--- src/hw/rtl/rlmc_pkg.sv ---
package rlmc_pkg;

  typedef enum logic [2:0] {
    MODE_OFF     = 3'd0,
    MODE_IDLE    = 3'd1,
    MODE_RX_IDLE = 3'd2,
    MODE_RX_BUSY = 3'd3,
    MODE_TX_IDLE = 3'd4,
    MODE_TX_BUSY = 3'd5
  } mode_t;

  typedef enum logic [1:0] {
    CMD_NONE = 2'd0,
    CMD_IDLE = 2'd1,
    CMD_RX   = 2'd2,
    CMD_TX   = 2'd3
  } cmd_t;

  localparam logic [1:0] FUNC_POLL  = 2'd0;
  localparam logic [1:0] FUNC_EVENT = 2'd1;
  localparam logic [1:0] FUNC_RESET = 2'd2;

  localparam logic [2:0] CAUSE_RX_START = 3'd0;
  localparam logic [2:0] CAUSE_RX_OK    = 3'd1;
  localparam logic [2:0] CAUSE_TX_OK    = 3'd2;
  localparam logic [2:0] CAUSE_TX_FAIL  = 3'd3;
  localparam logic [2:0] CAUSE_HW_FAIL  = 3'd4;

  localparam logic [1:0] CFG_RETRY_LIMIT = 2'd0;
  localparam logic [1:0] CFG_WD_ENABLE   = 2'd1;
  localparam logic [1:0] CFG_WD_TIMEOUT  = 2'd2;

  localparam logic [7:0]  RESET_RETRY_LIMIT = 8'd2;
  localparam logic [15:0] RESET_WD_TIMEOUT  = 16'd400;

  typedef struct packed {
    logic [7:0]  retry_limit;
    logic        wd_enable;
    logic [15:0] wd_timeout;
  } cfg_t;

  typedef struct packed {
    logic [1:0]  func;
    logic [31:0] now_ms;
    logic        tx_pending;
    logic [2:0]  event_cause;
    logic        rx_queue_full;
  } item_t;

  typedef struct packed {
    mode_t       link_mode;
    logic [7:0]  next_seq;
    logic [7:0]  retry_count;
    logic [31:0] progress_ms;
  } link_state_t;

  typedef struct packed {
    cmd_t       mode_command;
    logic       transceiver_reset;
    logic       start_transmit;
    logic [7:0] frame_sequence;
    logic       release_head;
    logic       capture_rx;
    mode_t      mode_now;
    logic [7:0] retry_now;
  } result_t;

endpackage

--- src/hw/rtl/radio_link_mode_controller.sv ---
// Each item passes through the input register and then the result register.
// Throughput: one item per cycle unless out_ready stalls the output; the input
// register and the result register each advance whenever the stage behind them
// is free or being emptied. Reset (rst_n, synchronous, active low) empties both
// registers, sets the mode to idle, clears sequence, retry count and progress
// time, and loads the register defaults.
module radio_link_mode_controller (
  input  logic        clk,
  input  logic        rst_n,
  input  logic        in_valid,
  output logic        in_ready,
  input  logic [1:0]  in_func,
  input  logic [31:0] in_now_ms,
  input  logic        in_tx_pending,
  input  logic [2:0]  in_event_cause,
  input  logic        in_rx_queue_full,
  output logic        out_valid,
  input  logic        out_ready,
  output logic [1:0]  out_mode_command,
  output logic        out_transceiver_reset,
  output logic        out_start_transmit,
  output logic [7:0]  out_frame_sequence,
  output logic        out_release_head,
  output logic        out_capture_rx,
  output logic [2:0]  out_mode_now,
  output logic [7:0]  out_retry_now,
  input  logic        cfg_we,
  input  logic [1:0]  cfg_index,
  input  logic [15:0] cfg_wdata
);

  rlmc_pkg::cfg_t        cfg;
  rlmc_pkg::item_t       item_r;
  rlmc_pkg::link_state_t state_r;
  rlmc_pkg::link_state_t state_nxt;
  rlmc_pkg::result_t     res_nxt;
  rlmc_pkg::result_t     res_r;
  logic                  item_valid_r;
  logic                  out_valid_r;
  logic                  advance;

  rlmc_cfg_regs u_cfg (
    .clk       (clk),
    .rst_n     (rst_n),
    .cfg_we    (cfg_we),
    .cfg_index (cfg_index),
    .cfg_wdata (cfg_wdata),
    .cfg       (cfg)
  );

  rlmc_step u_step (
    .cfg    (cfg),
    .item   (item_r),
    .st     (state_r),
    .st_nxt (state_nxt),
    .res    (res_nxt)
  );

  assign advance  = item_valid_r && (!out_valid_r || out_ready);
  assign in_ready = !item_valid_r || advance;

  always_ff @(posedge clk) begin
    if (!rst_n) begin
      item_valid_r <= 1'b0;
    end else if (in_ready) begin
      item_valid_r <= in_valid;
    end
  end

  always_ff @(posedge clk) begin
    if (in_valid && in_ready) begin
      item_r.func          <= in_func;
      item_r.now_ms        <= in_now_ms;
      item_r.tx_pending    <= in_tx_pending;
      item_r.event_cause   <= in_event_cause;
      item_r.rx_queue_full <= in_rx_queue_full;
    end
  end

  always_ff @(posedge clk) begin
    if (!rst_n) begin
      state_r.link_mode   <= rlmc_pkg::MODE_IDLE;
      state_r.next_seq    <= 8'd0;
      state_r.retry_count <= 8'd0;
      state_r.progress_ms <= 32'd0;
    end else if (advance) begin
      state_r <= state_nxt;
    end
  end

  always_ff @(posedge clk) begin
    if (!rst_n) begin
      out_valid_r <= 1'b0;
    end else if (advance) begin
      out_valid_r <= 1'b1;
    end else if (out_ready) begin
      out_valid_r <= 1'b0;
    end
  end

  always_ff @(posedge clk) begin
    if (advance) begin
      res_r <= res_nxt;
    end
  end

  assign out_valid             = out_valid_r;
  assign out_mode_command      = res_r.mode_command;
  assign out_transceiver_reset = res_r.transceiver_reset;
  assign out_start_transmit    = res_r.start_transmit;
  assign out_frame_sequence    = res_r.frame_sequence;
  assign out_release_head      = res_r.release_head;
  assign out_capture_rx        = res_r.capture_rx;
  assign out_mode_now          = res_r.mode_now;
  assign out_retry_now         = res_r.retry_now;

endmodule

--- src/hw/rtl/rlmc_cfg_regs.sv ---
module rlmc_cfg_regs (
  input  logic               clk,
  input  logic               rst_n,
  input  logic               cfg_we,
  input  logic [1:0]         cfg_index,
  input  logic [15:0]        cfg_wdata,
  output rlmc_pkg::cfg_t     cfg
);

  rlmc_pkg::cfg_t cfg_r;
  rlmc_pkg::cfg_t cfg_nxt;

  always_comb begin
    cfg_nxt = cfg_r;
    if (cfg_we) begin
      case (cfg_index)
        rlmc_pkg::CFG_RETRY_LIMIT: cfg_nxt.retry_limit = cfg_wdata[7:0];
        rlmc_pkg::CFG_WD_ENABLE:   cfg_nxt.wd_enable   = cfg_wdata[0];
        rlmc_pkg::CFG_WD_TIMEOUT:  cfg_nxt.wd_timeout  = cfg_wdata;
        default:                   cfg_nxt = cfg_r;
      endcase
    end
  end

  always_ff @(posedge clk) begin
    if (!rst_n) begin
      cfg_r.retry_limit <= rlmc_pkg::RESET_RETRY_LIMIT;
      cfg_r.wd_enable   <= 1'b1;
      cfg_r.wd_timeout  <= rlmc_pkg::RESET_WD_TIMEOUT;
    end else begin
      cfg_r <= cfg_nxt;
    end
  end

  assign cfg = cfg_r;

endmodule

--- src/hw/rtl/rlmc_step.sv ---
module rlmc_step (
  input  rlmc_pkg::cfg_t        cfg,
  input  rlmc_pkg::item_t       item,
  input  rlmc_pkg::link_state_t st,
  output rlmc_pkg::link_state_t st_nxt,
  output rlmc_pkg::result_t     res
);

  logic [31:0] elapsed;
  logic        wd_trip;
  logic        busy;
  logic [8:0]  retry_inc;

  assign elapsed   = item.now_ms - st.progress_ms;
  assign wd_trip   = cfg.wd_enable && (elapsed > {16'd0, cfg.wd_timeout});
  assign busy      = (st.link_mode == rlmc_pkg::MODE_RX_BUSY) ||
                     (st.link_mode == rlmc_pkg::MODE_TX_BUSY);
  assign retry_inc = {1'b0, st.retry_count} + 9'd1;

  always_comb begin
    st_nxt                = st;
    res.mode_command      = rlmc_pkg::CMD_NONE;
    res.transceiver_reset = 1'b0;
    res.start_transmit    = 1'b0;
    res.frame_sequence    = 8'd0;
    res.release_head      = 1'b0;
    res.capture_rx        = 1'b0;

    case (item.func)
      rlmc_pkg::FUNC_RESET: begin
        res.transceiver_reset = 1'b1;
        res.mode_command      = rlmc_pkg::CMD_IDLE;
        st_nxt.link_mode      = rlmc_pkg::MODE_IDLE;
        st_nxt.progress_ms    = item.now_ms;
      end
      rlmc_pkg::FUNC_POLL: begin
        if (wd_trip) begin
          res.transceiver_reset = 1'b1;
          res.mode_command      = rlmc_pkg::CMD_IDLE;
          st_nxt.link_mode      = rlmc_pkg::MODE_IDLE;
          st_nxt.progress_ms    = item.now_ms;
        end else if (item.tx_pending) begin
          if (st.link_mode == rlmc_pkg::MODE_TX_IDLE || !busy) begin
            if (st.link_mode != rlmc_pkg::MODE_TX_IDLE) begin
              res.mode_command = rlmc_pkg::CMD_TX;
            end
            st_nxt.progress_ms = item.now_ms;
            st_nxt.link_mode   = rlmc_pkg::MODE_TX_BUSY;
            res.start_transmit = 1'b1;
            res.frame_sequence = st.next_seq;
            st_nxt.next_seq    = st.next_seq + 8'd1;
          end
        end else begin
          if (st.link_mode == rlmc_pkg::MODE_RX_IDLE || !busy) begin
            if (st.link_mode != rlmc_pkg::MODE_RX_IDLE) begin
              res.mode_command = rlmc_pkg::CMD_RX;
              st_nxt.link_mode = rlmc_pkg::MODE_RX_IDLE;
            end
            st_nxt.progress_ms = item.now_ms;
          end
        end
      end
      rlmc_pkg::FUNC_EVENT: begin
        case (st.link_mode)
          rlmc_pkg::MODE_RX_IDLE: begin
            if (item.event_cause == rlmc_pkg::CAUSE_RX_START) begin
              st_nxt.link_mode = rlmc_pkg::MODE_RX_BUSY;
            end
          end
          rlmc_pkg::MODE_RX_BUSY: begin
            if (item.event_cause == rlmc_pkg::CAUSE_RX_OK) begin
              res.capture_rx   = !item.rx_queue_full;
              st_nxt.link_mode = rlmc_pkg::MODE_RX_IDLE;
            end
          end
          rlmc_pkg::MODE_TX_BUSY: begin
            st_nxt.link_mode = rlmc_pkg::MODE_TX_IDLE;
            if (item.event_cause == rlmc_pkg::CAUSE_TX_OK) begin
              res.release_head = 1'b1;
              res.mode_command = rlmc_pkg::CMD_RX;
              st_nxt.link_mode = rlmc_pkg::MODE_RX_IDLE;
            end else if (item.event_cause == rlmc_pkg::CAUSE_TX_FAIL) begin
              if (retry_inc > {1'b0, cfg.retry_limit}) begin
                st_nxt.retry_count = 8'd0;
                res.release_head   = 1'b1;
                res.mode_command   = rlmc_pkg::CMD_RX;
                st_nxt.link_mode   = rlmc_pkg::MODE_RX_IDLE;
              end else begin
                st_nxt.retry_count = retry_inc[7:0];
              end
            end
          end
          default: begin
            st_nxt.link_mode = st.link_mode;
          end
        endcase
        if (item.event_cause == rlmc_pkg::CAUSE_HW_FAIL) begin
          res.transceiver_reset = 1'b1;
        end
      end
      default: begin
        st_nxt = st;
      end
    endcase

    res.mode_now  = st_nxt.link_mode;
    res.retry_now = st_nxt.retry_count;
  end

endmodule
--- config.mk ---
export PLATFORM = sky130hd
export DESIGN_NAME = radio_link_mode_controller
export DESIGN_NICKNAME = d
export VERILOG_FILES = /design/src/hw/rtl/rlmc_pkg.sv /design/src/hw/rtl/radio_link_mode_controller.sv /design/src/hw/rtl/rlmc_cfg_regs.sv /design/src/hw/rtl/rlmc_step.sv
export SDC_FILE = /design/constraint.sdc
export NUM_CORES = 1
export LEC_CHECK = 0
export BUFFER_PORTS_ARGS = -buffer_cell sky130_fd_sc_hd__buf_2
export CORE_MARGIN = 4
export CORE_UTILIZATION = 35
export CTS_CLUSTER_DIAMETER = 150
export DETAILED_ROUTE_END_ITERATION = 16
export GPL_ROUTABILITY_DRIVEN = 0
export HOLD_SLACK_MARGIN = 0.02
export PLACE_DENSITY = 0.51
export SLEW_MARGIN = 30
export SYNTH_ARGS = -nofsm -noshare
export SYNTH_HDL_FRONTEND = slang
export SYNTH_SLANG_ARGS = --single-unit
--- constraint.sdc ---
create_clock -name clk -period 6.65 [get_ports clk]
set_clock_uncertainty 0.1 [all_clocks]
set_input_delay 0.3325 -clock clk [delete_from_list [all_inputs] [get_ports clk]]
set_output_delay 0.3325 -clock clk [all_outputs]
set_load 0.005 [all_outputs]
* After elaboration in Yosys (flattened, before gate mapping) *
Index checks and enable logic that the tools add are counted.

word-level totals
  flip-flop bits (word level) = 142
  input port bits = 62
  output and inout port bits = 27
  logic and storage cells = 114

cells by class
  add/subtract/negate cells = 3
  magnitude comparators = 2
  eq/ne operators = 16
  multiplexer cells = 41
  bitwise operators = 4
  reduce and logical (&&, ||, !) cells = 26

operators with widths
  kind                 number
  $mux 32              4
  $pmux 32 s2          1
  $mux 8               5
  $gt 32x16->1         1
  $sub 32x32->32       1
  $mux 3               9
  $pmux 3 s3           3
  $mux 2               10
  $eq 3x2->1 const B   4
  $mux 11              1
  $add 8x1->9 const B  1
  $eq 3x3->1 const B   3
  $gt 9x8->1           1
  $mux 9               1
  $add 8x1->8 const B  1
  $ne 4x2->1 const B   2
  $reduce_and 2->1     4
  $mux 1               7
  $logic_or 1x1->1     5
  $reduce_and 5->1     1
  $eq 2x1->1 const B   2
  $eq 2x2->1 const B   2
  $logic_not 1->1      4
  $logic_not 2->1      2
  other kinds (11)     17

* Logic depth before layout (Yosys ltp) *
  depth after elaboration = 8
  mapped depth = 25
  depth with buffers taken out = 23

* Cells and area by module *
From an unflattened synthesis, not the netlist that was laid out.

unflattened totals
  cells, all modules = 988
  area, all modules = 9195.1 um2

modules (own cells, without submodules)
  module                      times used  cells an instance  area an instance (um2)  sequential area each (um2)
  radio_link_mode_controller  1           295                4105.2                  2982.9
  rlmc_step                   1           588                4077.7                  0.0
  rlmc_cfg_regs               1           105                1012.2                  500.5

* Worst setup path after synthesis *
No wires, ideal clock.

  path kind = flip-flop to flip-flop
  start point = register item_r[5] (netlist bit)
  end point = register res_r (netlist bit out_mode_now[0]), data pin
  setup time = 0.273 ns
  arrival = 4.294 ns
  data required time = 6.277 ns
  setup slack = 1.983 ns
  stages on the path, launching flop included = 24
  path buffers = 1
  period minus slack after synthesis = 4.667 ns
  cell sequence = edfxtp_1 > inv_1 > ha_1 > fa_1 > nand2b_1 > a21oi_1 > nand2b_1 > a31oi_1 > nor2_1 > o21ai_0 > nand2b_1 > a21boi_0 > xnor2_1 > ha_1 > nand4_1 > or2_2 > nor2_1 > nand2_1 > a211oi_1 > o2111ai_1 > o41a_1 > buf_4 > nor2_1 > a22oi_1

RTL lines
  element               RTL line                           RTL
  from (decl)           radio_link_mode_controller.sv:33   rlmc_pkg::item_t item_r;
  to (signal assigned)  radio_link_mode_controller.sv:103  res_r <= res_nxt;
  to (decl)             radio_link_mode_controller.sv:37   rlmc_pkg::result_t res_r;

* Worst setup path after layout *
  start point = register item_r[5] (netlist bit)
  end point = register state_r[2] (netlist bit)

between the ends
  word-level cells in the longest chain between the ends = 5
  elaborated cells on any way between the ends = 8
  those cells by class = 1 x add/sub; 1 x order compare; 2 x eq/ne; 2 x mux; 2 x reduce/logical

ends and longest elaborated chain
  element                                                           RTL line                          RTL
  $sub 32x32->32 (*)                                                rlmc_step.sv:14                   assign elapsed = item.now_ms - st.progress_ms;
  $gt 32x16->1 (*)                                                  rlmc_step.sv:15                   assign wd_trip = cfg.wd_enable && (elapsed > {16'd0, cfg.wd_timeout});
  $logic_and 1x1->1 (*)                                             rlmc_step.sv:15
  $ne 4x2->1 (no source line) or $mux 32 (tied branches)            -
  $reduce_and 4->1 (no source line) or $pmux 32 s2 (tied branches)  -
  to (signal assigned)                                              radio_link_mode_controller.sv:87  state_r <= state_nxt;
  to (decl)                                                         radio_link_mode_controller.sv:34  rlmc_pkg::link_state_t state_r;

Every way passes the cells marked *; elsewhere a longest branch is shown, timed or not.
A chain may end at the register's enable or synchronous reset.

==> metrics.yaml <==
status: "completed"
fin_crit_sh: 0.834
ys_warn_count: 0
crit_type: "reg2reg"
worstPathCellList: "inv_1 -> ha_1 -> fa_1 -> nand2b_1 -> a21oi_1 -> nand2b_1 -> a31oi_1 -> nor2_1 -> o21ai_0 -> nand2b_1 -> a21boi_0 -> xnor2_1 -> ha_1 -> nand4_1 -> or2_2 -> nor2_1 -> nand2_1 -> a211oi_1 -> o2111ai_1 -> nor4_4 -> buf_4 -> o21ai_0 -> a21oi_1"
path_max_fanout: 19
hold_path_class: "in2reg"
antennaDiodeCount: 0
grt_pass1_wl_um: 34400
maxCapViolCount: 0
grt_overflow: 0
avgSynthCellArea_um2: 8.98
seq_area_mm2: 0.00348
layout-drive-gt1-share: 0.147
critPathMaxStageDelay_ps: 820
cts_setup_buffers: 0
antenna_found_initial: 0
cts-resized-gates: 0
core_mm2: 0.0234
power.total_mw: 2.33
routed_via_density: 5.05
cts_tree: "built"
synth.most_common_cell: "a21oi_1"
clock-sinks: 142
multi_input_area_mm2: 0.00438
crit_slowest_cell: "nor4_4"
portBuffers: 88
grt_pass1_vias: 6594
clk_latency_ps: 420
clk_pin_slew_ps: 60
ys_ff_latch: 142
core.rowCount: 56
start_util: 0.354
cp_common_cell: "nand2b_1"
stdcell_area_mm2: 0.0100
synth_cell_type_count: 69
power.density_mw_per_mm2: 233
die_w_um: 162
layout.nets: 1149
holdWs_ps: 45.2
setup_violations: 0
numCtsBuffers: 17
drt_iter0_drc: 383
first_pass_iters: 7
fmax_ghz: 0.180
synth-edff-count: 64
syn_inst: 924
ys_async_sr_fraction: 0
antenna_left: 0
cts-root-buf: "clkbuf_16"
routed-via-count: 6873
n_fill_cell: 2411
io_pins: 89
ys_seq_area_frac: 0.420
hold_violations: 0
netlist_top_cells_area: "edfxtp_1 (23%), dfxtp_1 (19%), ha_1 (8.6%)"
syn_nets: 1044
yosys.area.top_type: "edfxtp_1"
wl_per_cell_um: 15.1
ir_worst_vdd_v: 0.000163
ys_top_cells_by_count: "a21oi_1 (95), nand2_1 (91), dfxtp_1 (78), inv_1 (71), o21ai_0 (66)"
slew_viol_final: 0
placed_cell_area_mm2: 0.00902
dieArea_mm2: 0.0262
worst_setup_path_start_kind: "flop"
synth.top_cell.area_share: 0.232
min_period_ps: 5550
drc_errors: 0
critPathArrivalTime_ps: 5800
required_ps: 6900
area_growth_syn_to_layout_pct: 20.7
clock_path_buffers: 2
power.leakage_nw: 3.73
fin_tns_setup_ps: 0
slew_headroom: 0.443
rsz0062_at_grt: "false"
hold_buffers: 39
dp_hpwl_um: 14600
postRouteWirelength_um: 20600
endpoint_kind: "flop"
grt_max_degree: 41
synth_ff_type: "dfxtp_1"
syn_area_mm2: 0.00829
track_usage: 0.161
htreeDepth: 4
die_h_um: 162
timing_worst_slew_pin_value_ps: 829
## routing by layer
| layer | up-vias | GRT usage | wire (um) | part of all wire |
|---|---|---|---|---|
| li1 | 3545 | - | - | - |
| met3 | 12 | 0.0350 | 893 | 0.043 |
| met5 | - | 0 | 0 | 0 |
| met1 | 3179 | 0.225 | 10100 | 0.49 |
| met2 | 137 | 0.258 | 9430 | 0.46 |
| met4 | 0 | 0.0358 | 184 | 0.0089 |
## worst max-delay path, delay by kind of cell (launching register included)
| kind | cells | cell delay [ps] |
|---|---|---|
| AO/OA/AOI/OAI | 8 | 1430 |
| buffers and inverters | 2 | 410 |
| XOR/XNOR | 1 | 160 |
| flip-flops | 1 | 330 |
| AND/OR/NAND/NOR | 9 | 2100 |
| adder cells (fa/ha/maj) | 3 | 920 |
## report_power, final
part,switching [mW],internal [mW],leakage (nW)
Sequential,0.0263,0.953,1.25
Combinational,0.219,0.158,2.19
Clock,0.414,0.565,0.285
Total,0.659,1.68,3.73
## through the flow
| step | setup WS [ps] | instances | util |
|---|---|---|---|
| CTS | 1140 | 1361 | 0.428 |
| floorplan | 1980 | 924 | - |
| detailed placement | 1180 | 1290 | 0.386 |
| finish | 1100 | 1361 | 0.428 |
| global placement | 1210 | 1290 | 0.386 |
| global route | 742 | 1361 | 0.428 |
## area by class of cell
type	count	area share
Multi-Input combinational cell	662	0.437
Tap cell	319	0.0399
Clock buffer	17	0.0425
Clock inverter	15	0.0175
Timing Repair Buffer	134	0.0882
Inverter	72	0.0270
Sequential cell	142	0.348
## state kept, by name (all words and copies together) (netlist names)
signal                 flops
out_start_transmit         1
item_valid_r               1
out_transceiver_reset      1
out_mode_now               3
out_retry_now              8
out_frame_sequence         8
out_release_head           1
item_r                    39
u_cfg.cfg                 25
out_capture_rx             1
out_valid                  1
state_r                   51
out_mode_command           2
## final timing paths
kind	from	to	slack [ps]	cells after the start
worst max-delay path	item_r[5]	state_r[2]	1100	23
worst min-delay path	cfg_wdata[11]	u_cfg.cfg[11]	50	3
worst max register to register	item_r[5]	state_r[2]	1100	23
worst min register to register	u_cfg.cfg[10]	u_cfg.cfg[10]	360	2
## layout by cell type (no fill, tap or decap), types with 39 or more instances in the layout
cell / n
edfxtp_1: 64
dlygate4sd3_1: 39
o211ai_1: 40
ha_1: 57
dfxtp_1: 78
nand2_1: 91
a21oi_1: 95
o21ai_0: 66
inv_1: 71
nor2_1: 49
buf_2: 88
## cells by family (layout without fill, tap and decap cells)
family,after synthesis,count (layout),share of synthesized area
AOI/OAI and AO/OA,286,286,0.216
buffers and inverters,120,238,0.0555
DFF,142,142,0.420
adders and majority gates,58,58,0.0884
and+or+nand+nor,273,273,0.171
muxes,14,14,0.0169
xor gates and xnor gates,31,31,0.0327
Power figures use the tool's default switching activity.
